==> config.mk <==
export PLATFORM = sky130hd
export DESIGN_NAME = refcounted_shared_segment_table
export DESIGN_NICKNAME = d
export VERILOG_FILES = /design/src/rtl/rcst_pkg.sv /design/src/rtl/rcst_ram.sv /design/src/rtl/rcst_engine.sv /design/src/rtl/refcounted_shared_segment_table.sv
export SDC_FILE = /design/constraint.sdc
export NUM_CORES = 1
export LEC_CHECK = 0
export ABC_AREA = 1
export BUFFER_PORTS_ARGS = -buffer_cell sky130_fd_sc_hd__buf_2
export CORE_ASPECT_RATIO = 2
export CORE_MARGIN = 4
export CORE_UTILIZATION = 25
export CTS_CLUSTER_DIAMETER = 40
export CTS_CLUSTER_SIZE = 10
export DETAILED_ROUTE_END_ITERATION = 10
export SETUP_SLACK_MARGIN = 0.5
export SLEW_MARGIN = 15
export SYNTH_ARGS = -nofsm -noshare
export SYNTH_HDL_FRONTEND = slang
export SYNTH_SLANG_ARGS = --single-unit
==> constraint.sdc <==
create_clock -name clk -period 7.65 [get_ports clk]
set_clock_uncertainty 0.2 [all_clocks]
set_input_delay 1.53 -clock clk [delete_from_list [all_inputs] [get_ports clk]]
set_output_delay 1.53 -clock clk [all_outputs]
set_load 0.005 [all_outputs]
==> src/rtl/rcst_pkg.sv <==
// Shared constants and word types for the shared segment table.
package rcst_pkg;

  localparam int TABLE_ENTRIES = 16;
  localparam int COUNT_BITS    = 8;
  localparam int KEY_W         = 32;
  localparam int PAGE_W        = 20;

  // table index and scan counter (the counter also holds TABLE_ENTRIES)
  localparam int IDX_W = (TABLE_ENTRIES > 1) ? $clog2(TABLE_ENTRIES) : 1;
  localparam int SCN_W = $clog2(TABLE_ENTRIES + 1);

  localparam logic [COUNT_BITS-1:0] COUNT_MAX = {COUNT_BITS{1'b1}};

  localparam logic CMD_OPEN  = 1'b0;
  localparam logic CMD_CLOSE = 1'b1;

  localparam logic ST_OK   = 1'b0;
  localparam logic ST_FAIL = 1'b1;

  typedef struct packed {
    logic              command;
    logic [KEY_W-1:0]  seg_key;
    logic              spare_page_valid;
    logic [PAGE_W-1:0] spare_page;
  } req_t;

  typedef struct packed {
    logic              status;
    logic [PAGE_W-1:0] page_out;
    logic              page_taken;
    logic              page_freed;
    logic [PAGE_W-1:0] freed_page;
  } rsp_t;

  // one table row as held in the memory; the valid bit lives in flops
  typedef struct packed {
    logic [KEY_W-1:0]      key;
    logic [COUNT_BITS-1:0] count;
    logic [PAGE_W-1:0]     page;
  } entry_t;

  localparam int ENTRY_W = $bits(entry_t);

endpackage

==> src/rtl/rcst_ram.sv <==
// Generic single-write, single-read RAM with registered read data.
module rcst_ram #(
  parameter int WIDTH = 8,
  parameter int DEPTH = 16
) (
  input  logic                                     clk,
  input  logic                                     we,
  input  logic [((DEPTH > 1) ? $clog2(DEPTH) : 1)-1:0] waddr,
  input  logic [WIDTH-1:0]                         wdata,
  input  logic                                     re,
  input  logic [((DEPTH > 1) ? $clog2(DEPTH) : 1)-1:0] raddr,
  output logic [WIDTH-1:0]                         rdata
);

  logic [WIDTH-1:0] mem [DEPTH];
  logic [WIDTH-1:0] rdata_r;

  always_ff @(posedge clk) begin
    if (we) begin
      mem[waddr] <= wdata;
    end
    if (re) begin
      rdata_r <= mem[raddr];
    end
  end

  assign rdata = rdata_r;

endmodule

==> src/rtl/rcst_engine.sv <==
// Table engine: sweeps the entry memory, then applies one open or close.
module rcst_engine (
  input  logic          clk,
  input  logic          rst_n,
  input  logic          req_valid,
  input  rcst_pkg::req_t req,
  output logic          req_ready,
  output logic          rsp_valid,
  output rcst_pkg::rsp_t rsp,
  input  logic          rsp_ready
);

  typedef enum logic [3:0] {
    S_IDLE  = 4'b0001,
    S_SCAN  = 4'b0010,
    S_WRITE = 4'b0100,
    S_DONE  = 4'b1000
  } state_t;

  state_t state_r, state_nxt;

  rcst_pkg::req_t   req_r;
  rcst_pkg::rsp_t   rsp_r, rsp_nxt;
  rcst_pkg::entry_t hit_r, rd_entry, wr_entry;

  logic [rcst_pkg::SCN_W-1:0]        cnt_r;
  logic [rcst_pkg::IDX_W-1:0]        cmp_idx, hit_idx_r, free_idx_r, wr_idx;
  logic                              hit_vld_r, free_vld_r;
  logic [rcst_pkg::TABLE_ENTRIES-1:0] valid_r, valid_nxt;
  logic [rcst_pkg::ENTRY_W-1:0]      rd_data;
  logic                              rd_en, wr_en, cmp_en, scan_end;

  assign req_ready = state_r[0];
  assign rsp_valid = (state_r == S_DONE);
  assign rsp       = rsp_r;

  assign rd_en    = (state_r == S_SCAN) && (cnt_r < rcst_pkg::SCN_W'(rcst_pkg::TABLE_ENTRIES));
  assign cmp_en   = (state_r == S_SCAN) && (cnt_r != '0);
  assign scan_end = (cnt_r == rcst_pkg::SCN_W'(rcst_pkg::TABLE_ENTRIES));
  // data on the read port belongs to the entry addressed in the previous cycle
  assign cmp_idx  = rcst_pkg::IDX_W'(cnt_r - 1'b1);
  assign rd_entry = rcst_pkg::entry_t'(rd_data);

  rcst_ram #(
    .WIDTH (rcst_pkg::ENTRY_W),
    .DEPTH (rcst_pkg::TABLE_ENTRIES)
  ) u_ram (
    .clk   (clk),
    .we    (wr_en),
    .waddr (wr_idx),
    .wdata (wr_entry),
    .re    (rd_en),
    .raddr (cnt_r[rcst_pkg::IDX_W-1:0]),
    .rdata (rd_data)
  );

  // decision and write-back, used in S_WRITE
  always_comb begin
    rsp_nxt   = '{status: rcst_pkg::ST_FAIL, default: '0};
    wr_en     = 1'b0;
    wr_idx    = hit_idx_r;
    wr_entry  = hit_r;
    valid_nxt = valid_r;
    if (req_r.command == rcst_pkg::CMD_OPEN) begin
      if (hit_vld_r) begin
        if (hit_r.count != rcst_pkg::COUNT_MAX) begin
          wr_en            = 1'b1;
          wr_entry.count   = hit_r.count + 1'b1;
          rsp_nxt.status   = rcst_pkg::ST_OK;
          rsp_nxt.page_out = hit_r.page;
        end
      end else if (free_vld_r && req_r.spare_page_valid) begin
        wr_en               = 1'b1;
        wr_idx              = free_idx_r;
        wr_entry.key        = req_r.seg_key;
        wr_entry.count      = rcst_pkg::COUNT_BITS'(1);
        wr_entry.page       = req_r.spare_page;
        valid_nxt[free_idx_r] = 1'b1;
        rsp_nxt.status      = rcst_pkg::ST_OK;
        rsp_nxt.page_out    = req_r.spare_page;
        rsp_nxt.page_taken  = 1'b1;
      end
    end else begin
      if (hit_vld_r && (hit_r.count != '0)) begin
        wr_en          = 1'b1;
        wr_entry.count = hit_r.count - 1'b1;
        rsp_nxt.status = rcst_pkg::ST_OK;
        if (hit_r.count == rcst_pkg::COUNT_BITS'(1)) begin
          valid_nxt[hit_idx_r] = 1'b0;
          rsp_nxt.page_freed   = 1'b1;
          rsp_nxt.freed_page   = hit_r.page;
        end
      end
    end
    if (state_r != S_WRITE) begin
      wr_en     = 1'b0;
      valid_nxt = valid_r;
    end
  end

  always_comb begin
    state_nxt = state_r;
    unique case (state_r)
      S_IDLE:  if (req_valid) state_nxt = S_SCAN;
      S_SCAN:  if (scan_end) state_nxt = S_WRITE;
      S_WRITE: state_nxt = S_DONE;
      S_DONE:  if (rsp_ready) state_nxt = S_IDLE;
      default: state_nxt = S_IDLE;
    endcase
  end

  always_ff @(posedge clk) begin
    if (!rst_n) begin
      state_r    <= S_IDLE;
      valid_r    <= '0;
      cnt_r      <= '0;
      hit_vld_r  <= 1'b0;
      free_vld_r <= 1'b0;
    end else begin
      state_r <= state_nxt;
      valid_r <= valid_nxt;
      if (state_r == S_IDLE) begin
        cnt_r      <= '0;
        hit_vld_r  <= 1'b0;
        free_vld_r <= 1'b0;
      end else if (state_r == S_SCAN) begin
        if (!scan_end) begin
          cnt_r <= cnt_r + 1'b1;
        end
        // lowest valid match and lowest free slot win
        if (cmp_en && valid_r[cmp_idx] && !hit_vld_r && (rd_entry.key == req_r.seg_key)) begin
          hit_vld_r <= 1'b1;
        end
        if (cmp_en && !valid_r[cmp_idx] && !free_vld_r) begin
          free_vld_r <= 1'b1;
        end
      end
    end
  end

  always_ff @(posedge clk) begin
    if (req_valid && req_ready) begin
      req_r <= req;
    end
    if (cmp_en && valid_r[cmp_idx] && !hit_vld_r && (rd_entry.key == req_r.seg_key)) begin
      hit_idx_r <= cmp_idx;
      hit_r     <= rd_entry;
    end
    if (cmp_en && !valid_r[cmp_idx] && !free_vld_r) begin
      free_idx_r <= cmp_idx;
    end
    if (state_r == S_WRITE) begin
      rsp_r <= rsp_nxt;
    end
  end

endmodule

==> src/rtl/refcounted_shared_segment_table.sv <==
// Top level: request word in, engine, registered result word out.
//
//  channel | direction | handshake            | payload
//  in_     | input     | in_valid / in_ready  | command, seg_key, spare_page_valid, spare_page
//  out_    | output    | out_valid / out_ready| status, page_out, page_taken, page_freed,
//          |           |                      | freed_page
//
// From its acceptance a word passes through the scan (one read per entry, each compare
// following its read), the write-back state, the hand-over state and the idle state that
// takes the next word; the engine takes no new word before its result is handed over.
// Reset clears all valid bits at once; no clearing pass is needed.
// A result waiting in the output register does not hold the next word out of the engine;
// the engine only stalls at its hand-over while that register is still full.
module refcounted_shared_segment_table (
  input  logic                        clk,
  input  logic                        rst_n,
  input  logic                        in_valid,
  output logic                        in_ready,
  input  logic                        in_command,
  input  logic [rcst_pkg::KEY_W-1:0]  in_seg_key,
  input  logic                        in_spare_page_valid,
  input  logic [rcst_pkg::PAGE_W-1:0] in_spare_page,
  output logic                        out_valid,
  input  logic                        out_ready,
  output logic                        out_status,
  output logic [rcst_pkg::PAGE_W-1:0] out_page_out,
  output logic                        out_page_taken,
  output logic                        out_page_freed,
  output logic [rcst_pkg::PAGE_W-1:0] out_freed_page
);

  rcst_pkg::req_t req;
  rcst_pkg::rsp_t eng_rsp, out_r;
  logic           eng_rsp_valid, eng_rsp_ready, out_valid_r;

  assign req = '{command:          in_command,
                 seg_key:          in_seg_key,
                 spare_page_valid: in_spare_page_valid,
                 spare_page:       in_spare_page};

  rcst_engine u_engine (
    .clk       (clk),
    .rst_n     (rst_n),
    .req_valid (in_valid),
    .req       (req),
    .req_ready (in_ready),
    .rsp_valid (eng_rsp_valid),
    .rsp       (eng_rsp),
    .rsp_ready (eng_rsp_ready)
  );

  assign eng_rsp_ready = !out_valid_r || out_ready;

  always_ff @(posedge clk) begin
    if (!rst_n) begin
      out_valid_r <= 1'b0;
    end else if (eng_rsp_ready) begin
      out_valid_r <= eng_rsp_valid;
    end
  end

  always_ff @(posedge clk) begin
    if (eng_rsp_valid && eng_rsp_ready) begin
      out_r <= eng_rsp;
    end
  end

  assign out_valid      = out_valid_r;
  assign out_status     = out_r.status;
  assign out_page_out   = out_r.page_out;
  assign out_page_taken = out_r.page_taken;
  assign out_page_freed = out_r.page_freed;
  assign out_freed_page = out_r.freed_page;

  // a failed request leaves nothing behind
  a_fail_clean: assert property (@(posedge clk) disable iff (!rst_n)
    (out_valid && out_status) |->
      (out_page_out == '0) && !out_page_taken && !out_page_freed && (out_freed_page == '0))
    else $error("failed result carries page data");

  // an open never frees and a close never takes
  a_take_free: assert property (@(posedge clk) disable iff (!rst_n)
    out_valid |-> !(out_page_taken && out_page_freed))
    else $error("result both takes and frees a page");

  // engine offers no result while it is taking a request
  a_engine_busy: assert property (@(posedge clk) disable iff (!rst_n)
    in_ready |-> !eng_rsp_valid)
    else $error("engine idle with a result pending");

  // after an accepted request, no request is taken in the next cycle
  a_one_at_a_time: assert property (@(posedge clk) disable iff (!rst_n)
    (in_valid && in_ready) |=> !in_ready)
    else $error("engine accepted back-to-back words");

endmodule

## After elaboration in Yosys (flattened, before gate mapping)

Memory sizes are Yosys's and may differ from the RTL's. A register that Yosys moved wholly into a read port is not among the register bits.
Cells that the tools add are included.

| cells by class | value |
|---|---|
| $add $sub $neg | 4 |
| $lt $le $gt $ge | 6 |
| equality and inequality tests | 15 |
| muxes and demuxes | 41 |
| bitwise logic cells | 6 |
| reductions and logical operators | 30 |

Operators by type and width:

| kind | number |
|---|---|
| 16-bit 2-to-1 mux | 5 |
| 32-bit 2-to-1 mux | 2 |
| 21-bit 2-to-1 mux | 3 |
| 60-bit 2-to-1 mux | 1 |
| 20-bit 2-to-1 mux | 2 |
| 32-bit equality test | 1 |
| 8-bit 2-to-1 mux | 4 |
| 4-bit 2-to-1 mux | 6 |
| 22-bit 2-to-1 mux | 1 |
| 16-bit bitwise AND | 1 |
| 16-bit NOT | 1 |
| 16-bit OR | 1 |
| 4-bit one-hot mux with 4 select lines | 1 |
| 4-bit by 5-bit < comparator with 1-bit output, second input constant | 3 |
| 1-bit logical AND | 13 |
| 1-bit 2-to-1 mux | 13 |
| 8-bit by 1-bit adder with 8-bit output, second input constant | 1 |
| 1-bit demux with 4-bit select | 2 |
| 8-bit by 1-bit equality test with 1-bit output, second input constant | 1 |
| 4-bit by 1-bit >= comparator with 1-bit output, second input constant | 2 |
| 8-bit inequality test, second input constant | 1 |
| 2-bit AND reduction | 4 |
| 8-bit nonzero test | 1 |
| 8-bit by 1-bit subtractor with 8-bit output, second input constant | 1 |
| other kinds (20) | 31 |

| storage, ports and cells | value |
|---|---|
| register bits | 236 |
| bits in writable memories | 960 |
| output and inout bits | 45 |
| logic and storage cells | 128 |
| memories | 1 |

Memory list:

| memory | words | width | read ports | clocked after Yosys merged registers in | wr ports | RTL line | text |
|---|---|---|---|---|---|---|---|
| u_engine.u_ram.mem | 16 | 60 | 1 | 1 | 1 | rcst_ram.sv:15 | `logic [WIDTH-1:0] mem [DEPTH];` |

## Logic depth before layout (Yosys ltp)

| depth | value |
|---|---|
| depth in word-level cells | 9 |
| depth in mapped cells | 17 |
| gate-level depth less buffers | 13 |

## By module

Synthesis repeated with hierarchy kept, for this count alone.

| second synthesis, totals | value |
|---|---|
| cells, all modules | 4970 |
| area total of the unflattened synthesis | 53197.3 µm² |

By module, submodules not included:

| module | times used | cells each | area an instance (µm²) | sequential area each (µm²) |
|---|---|---|---|---|
| rcst_ram | 1 | 3950 | 42813.6 | 30629.4 |
| rcst_engine | 1 | 970 | 9041.2 | 5495.3 |
| refcounted_shared_segment_table | 1 | 50 | 1342.5 | 1311.3 |

## Worst setup path before layout

Ideal clock, no wire load.

| timing | value |
|---|---|
| kind | input-to-reg |
| from | input out_ready |
| to | register out_r (netlist bit out_freed_page[0]) (enable) |
| arrival time | 5.671 ns |
| slack | 1.228 ns |
| stages | 2 |
| buffers on the path | 0 |
| path through | nor2_1 nor4_1 |

| on the way | value |
|---|---|
| longest elaborated chain between the ends | 2 |

Ends and longest elaborated chain:

| element | RTL line | text |
|---|---|---|
| from (decl) | refcounted_shared_segment_table.sv:24 | `input logic out_ready,` |
| 1-bit logical OR | refcounted_shared_segment_table.sv:52 | `assign eng_rsp_ready = !out_valid_r \|\| out_ready;` |
| 1-bit logical AND | refcounted_shared_segment_table.sv:63 | `if (eng_rsp_valid && eng_rsp_ready) begin` |
| to (signal assigned) | refcounted_shared_segment_table.sv:64 | `out_r <= eng_rsp;` |
| to (decl) | refcounted_shared_segment_table.sv:33 | `rcst_pkg::rsp_t eng_rsp, out_r;` |

Every way passes these cells.
A chain may end at the register's enable or synchronous reset.

## Worst setup path in the final report

| timing | value |
|---|---|
| from | register u_engine.cnt_r[0] (netlist name) |
| to | register u_engine.hit_r[44] (netlist name) (enable) |

| on the way | value |
|---|---|
| longest elaborated chain between the ends | 6 |
| elaborated cells on any way between the ends | 8 |
| classes of those cells | add/sub: 1; mux: 2; reduce/logical: 5 |

Ends and longest elaborated chain:

| element | RTL line | text |
|---|---|---|
| from (decl) | rcst_engine.sv:26 | `logic [rcst_pkg::SCN_W-1:0] cnt_r;` |
| from (signal assigned) | rcst_engine.sv:128 | `cnt_r <= cnt_r + 1'b1;` |
| 4-bit by 1-bit subtractor with 4-bit output | rcst_engine.sv:41 | `assign cmp_idx = rcst_pkg::IDX_W'(cnt_r - 1'b1);` |
| 1-bit binary-select mux with 4-bit select | rcst_engine.sv:145 | `if (cmp_en && valid_r[cmp_idx] && !hit_vld_r && (rd_entry.key == req_r.seg_key)) begin` |
| 1-bit 2-to-1 mux (not written as such) | rcst_engine.sv:145 |  |
| 1-bit logical AND (*) (3 in a row) | rcst_engine.sv:145 |  |
| to (signal assigned) | rcst_engine.sv:147 | `hit_r <= rd_entry;` |
| to (decl) | rcst_engine.sv:24 | `rcst_pkg::entry_t hit_r, rd_entry, wr_entry;` |

Mark *: on every way between the ends. The rest lies on a longest branch, timed or not. The select of a mux whose other input is x is not followed.

==> flow_summary.toml <==
[critical_path]
critPathMaxStageDelay_ns = 0.78
ff2ff_path_depth = 11
cp-start-kind = "flop"
arrival_ns = 4.74
cp.required_ns = 7.82
path_class = "flop to flop"
cp_max_fo = 123
crit_slowest_cell = "buf_4"
crit_buf_inv = 5
path_depth = 11
worstSetupEndpointType = "flop"
path_cells = "inv_8 > buf_4 > nand3_1 > nand2_1 > nand2_1 > nand3_1 > nand2_1 > inv_1 > nand3_1 > clkinv_2 > buf_4"
crit_family = "buffers and inverters"

[floorplan]
die-area_um2 = 202000
std_cell_rows = 228
core_um2 = 193000
die-width_um = 320
die_height_um = 631
io_pins = 103
initial_core_util = 0.251

[logic_synthesis]
synth_warnings = 0
synth.area.top_cells = "edfxtp_1 76%, o21ai_0 5.7%, nor2_1 4.5%, nand2_1 3.7%, o22ai_1 3.2%"
synth_area_per_cell_um2 = 13.2
ys_types = 38
synth_nets = 3756
ys.flop_type = "edfxtp_1"
yosysTopAreaCellShare = 0.759
yosysMostFrequentCell = "edfxtp_1"
yosysTopAreaCell = "edfxtp_1"
synth_commonest_cells = "1228 x edfxtp_1, 578 x nor2_1, 555 x o21ai_0"
synth-seq-cells = 1256
synth_area_um2 = 48600
synth_edf_count = 1228
async_flop_share = 0
postSynthCellCount = 3691
yosysSeqAreaShare = 0.771

[cells_and_area]
final_nets = 3870
ff_latch_area_um2 = 37400
drive_gt1_frac = 0.102
fillers = 19200
syn_to_final_growth_pct = 15.6
multiInputGateArea_um2 = 10000

[global_routing]
grt_max_degree = 183
grt_usage = 0.126
grt_pass1_vias = 30400
grt_overflow = 0
antenna_found_initial = 8
grt_pass1_wl_mm = 195

[routing]
wire_per_inst_um = 20.7
num_vias = 30200
drtIter0Drc = 2809
routed_wl_mm = 132
drc = 0
vias_per_cell = 4.74
dr.pass1.iters = 6
ant_nets = 0

[clock_network]
cts_repair_resize_count = 0
cts-root-buf = "clkbuf_16"
cts_buffers = 151
ctsLongestPathBuffers = 4
clk_pin_slew_ns = 0.06
htree_levels = 4
cts_tree = "yes"
hold_buffers = 0
numClockSinks = 1256
post-cts-setup-buffers = 0
worstSkewPairLatency_ns = 0.77

[power]
ir_drop_uv = 179
p_leak_nw = 18.2
power_density_nw_per_um2 = 266
p_int_mw = 11.5
p_total_mw = 15.0
combPwrFrac = 0.070
power_frac_seq = 0.517
switchingPower_mw = 3.43
p_clk_frac = 0.413
sw_frac_of_total = 0.230

[timing]
fin_crit_sh = 0.598
timing.final.crit_period_ns = 4.58
maxSlewHeadroom = 0.183
hold_viol = 0
setup_violations = 0
grt_setup_unrepaired = "false"
slew_viol_final = 0
worst_pin_slew_ns = 1.23
max_freq_mhz = 218
setup-tns-final_ns = 0

[placement]
port_buffers = 102
routabilityCongestion = 0.866
post-dp-hpwl_mm = 76.7

[status]
outcome = "complete, no violations"

[flow_run]
cap_violations = 0

[min_path]
min_path_cells = 0
hold_path_class = "flop to flop"
-- registers in the layout, summed over array words and instances, names as in the netlist, 4 cells and up --
signal	flops
u_engine.hit_idx_r	4
u_engine.hit_r	60
u_engine.rsp	43
u_engine.u_ram.rdata	60
u_engine.state_r	4
u_engine.valid_r	16
u_engine.u_ram.mem	960
u_engine.free_idx_r	4
out_freed_page	20
u_engine.req_r	54
u_engine.cnt_r	5
out_page_out	20
-- layer usage --
layer	vias to the layer above	GRT usage	wire length [um]
met2	1126	0.240	71300
met5	-	0	0
met4	0	0.0584	6050
li1	13600	-	-
met1	15100	0.138	47900
met3	303	0.0157	6900
-- worst paths after layout --
kind,from,end,slack (ns)
setup / recovery,u_engine.cnt_r[0],u_engine.hit_r[44],3.07
hold / removal,u_engine.rsp[0],out_freed_page[0],0.20
setup reg to reg,u_engine.cnt_r[0],u_engine.hit_r[44],3.07
hold reg to reg,u_engine.rsp[0],out_freed_page[0],0.20
-- worst register-to-register path, stage by stage, from the launching register on --
cell and delay [ns]:
dfxtp_4 0.53, inv_8 0.67, buf_4 0.88, nand3_1 0.15, nand2_1 0.11, nand2_1 0.09
nand3_1 0.10, nand2_1 0.11, inv_1 0.08, nand3_1 0.11, clkinv_2 0.54, buf_4 0.60
-- power groups by stage --
stage          clock network [mW]  logic (mW)  registers (mW)
2_1_floorplan                   0       0.696            7.83
3_3_place_gp                    0        1.04            7.87
3_5_place_dp                    0        1.05            7.88
4_1_cts                      6.28        1.06            7.74
5_1_grt                      6.54        1.16            7.75
6_report                     6.17        1.05            7.74
-- layout by cell type (no fill, tap or decap), drive strengths merged, types with 7 or more instances in the layout --
master,n
o21ai,562
edfxtp,1228
nand2,482
a21oi,43
o22ai,245
nor2,583
buf,175
ha,7
nand4,69
nand3,61
clkbuf,181
inv,120
o31ai,20
dfxtp,28
-- cell families (layout without fill, tap and decap cells) --
logic type | after synthesis | count (layout) | synth area share
buffers and inverters | 335 | 478 | 0.0273
flip-flops | 1256 | 1256 | 0.771
multiplexers | 1 | 1 | 0.000206
adder cells (fa/ha/maj) | 7 | 7 | 0.00180
AO/OA/AOI/OAI | 875 | 875 | 0.0981
AND/OR/NAND/NOR | 1207 | 1207 | 0.0999
XOR/XNOR | 10 | 10 | 0.00180
other | 0 | 2 | 0
-- stage by stage --
step	hold slack, ns	worst slack (ns)	util	cell area, um2	cells
5_1_grt	0.204	2.77	0.291	56100	6365
2_1_floorplan	0.200	1.23	-	48600	3691
4_1_cts	0.202	3.05	0.291	56100	6364
3_3_place_gp	0.201	3.00	0.270	52100	6182
3_5_place_dp	0.205	3.03	0.270	52100	6182
6_report	0.198	3.07	0.291	56100	6366
-- area by class of cell --
class,count,share of cell area
Sequential cell,1256,0.667
Multi-Input combinational cell,2100,0.178
Clock buffer,181,0.0708
Tap cell,2530,0.0564
Timing Repair Buffer,175,0.0191
Inverter,121,0.00840
Clock inverter,1,0.000156
Antenna cell,2,0.0000891
(Power assumes the default switching activity.)
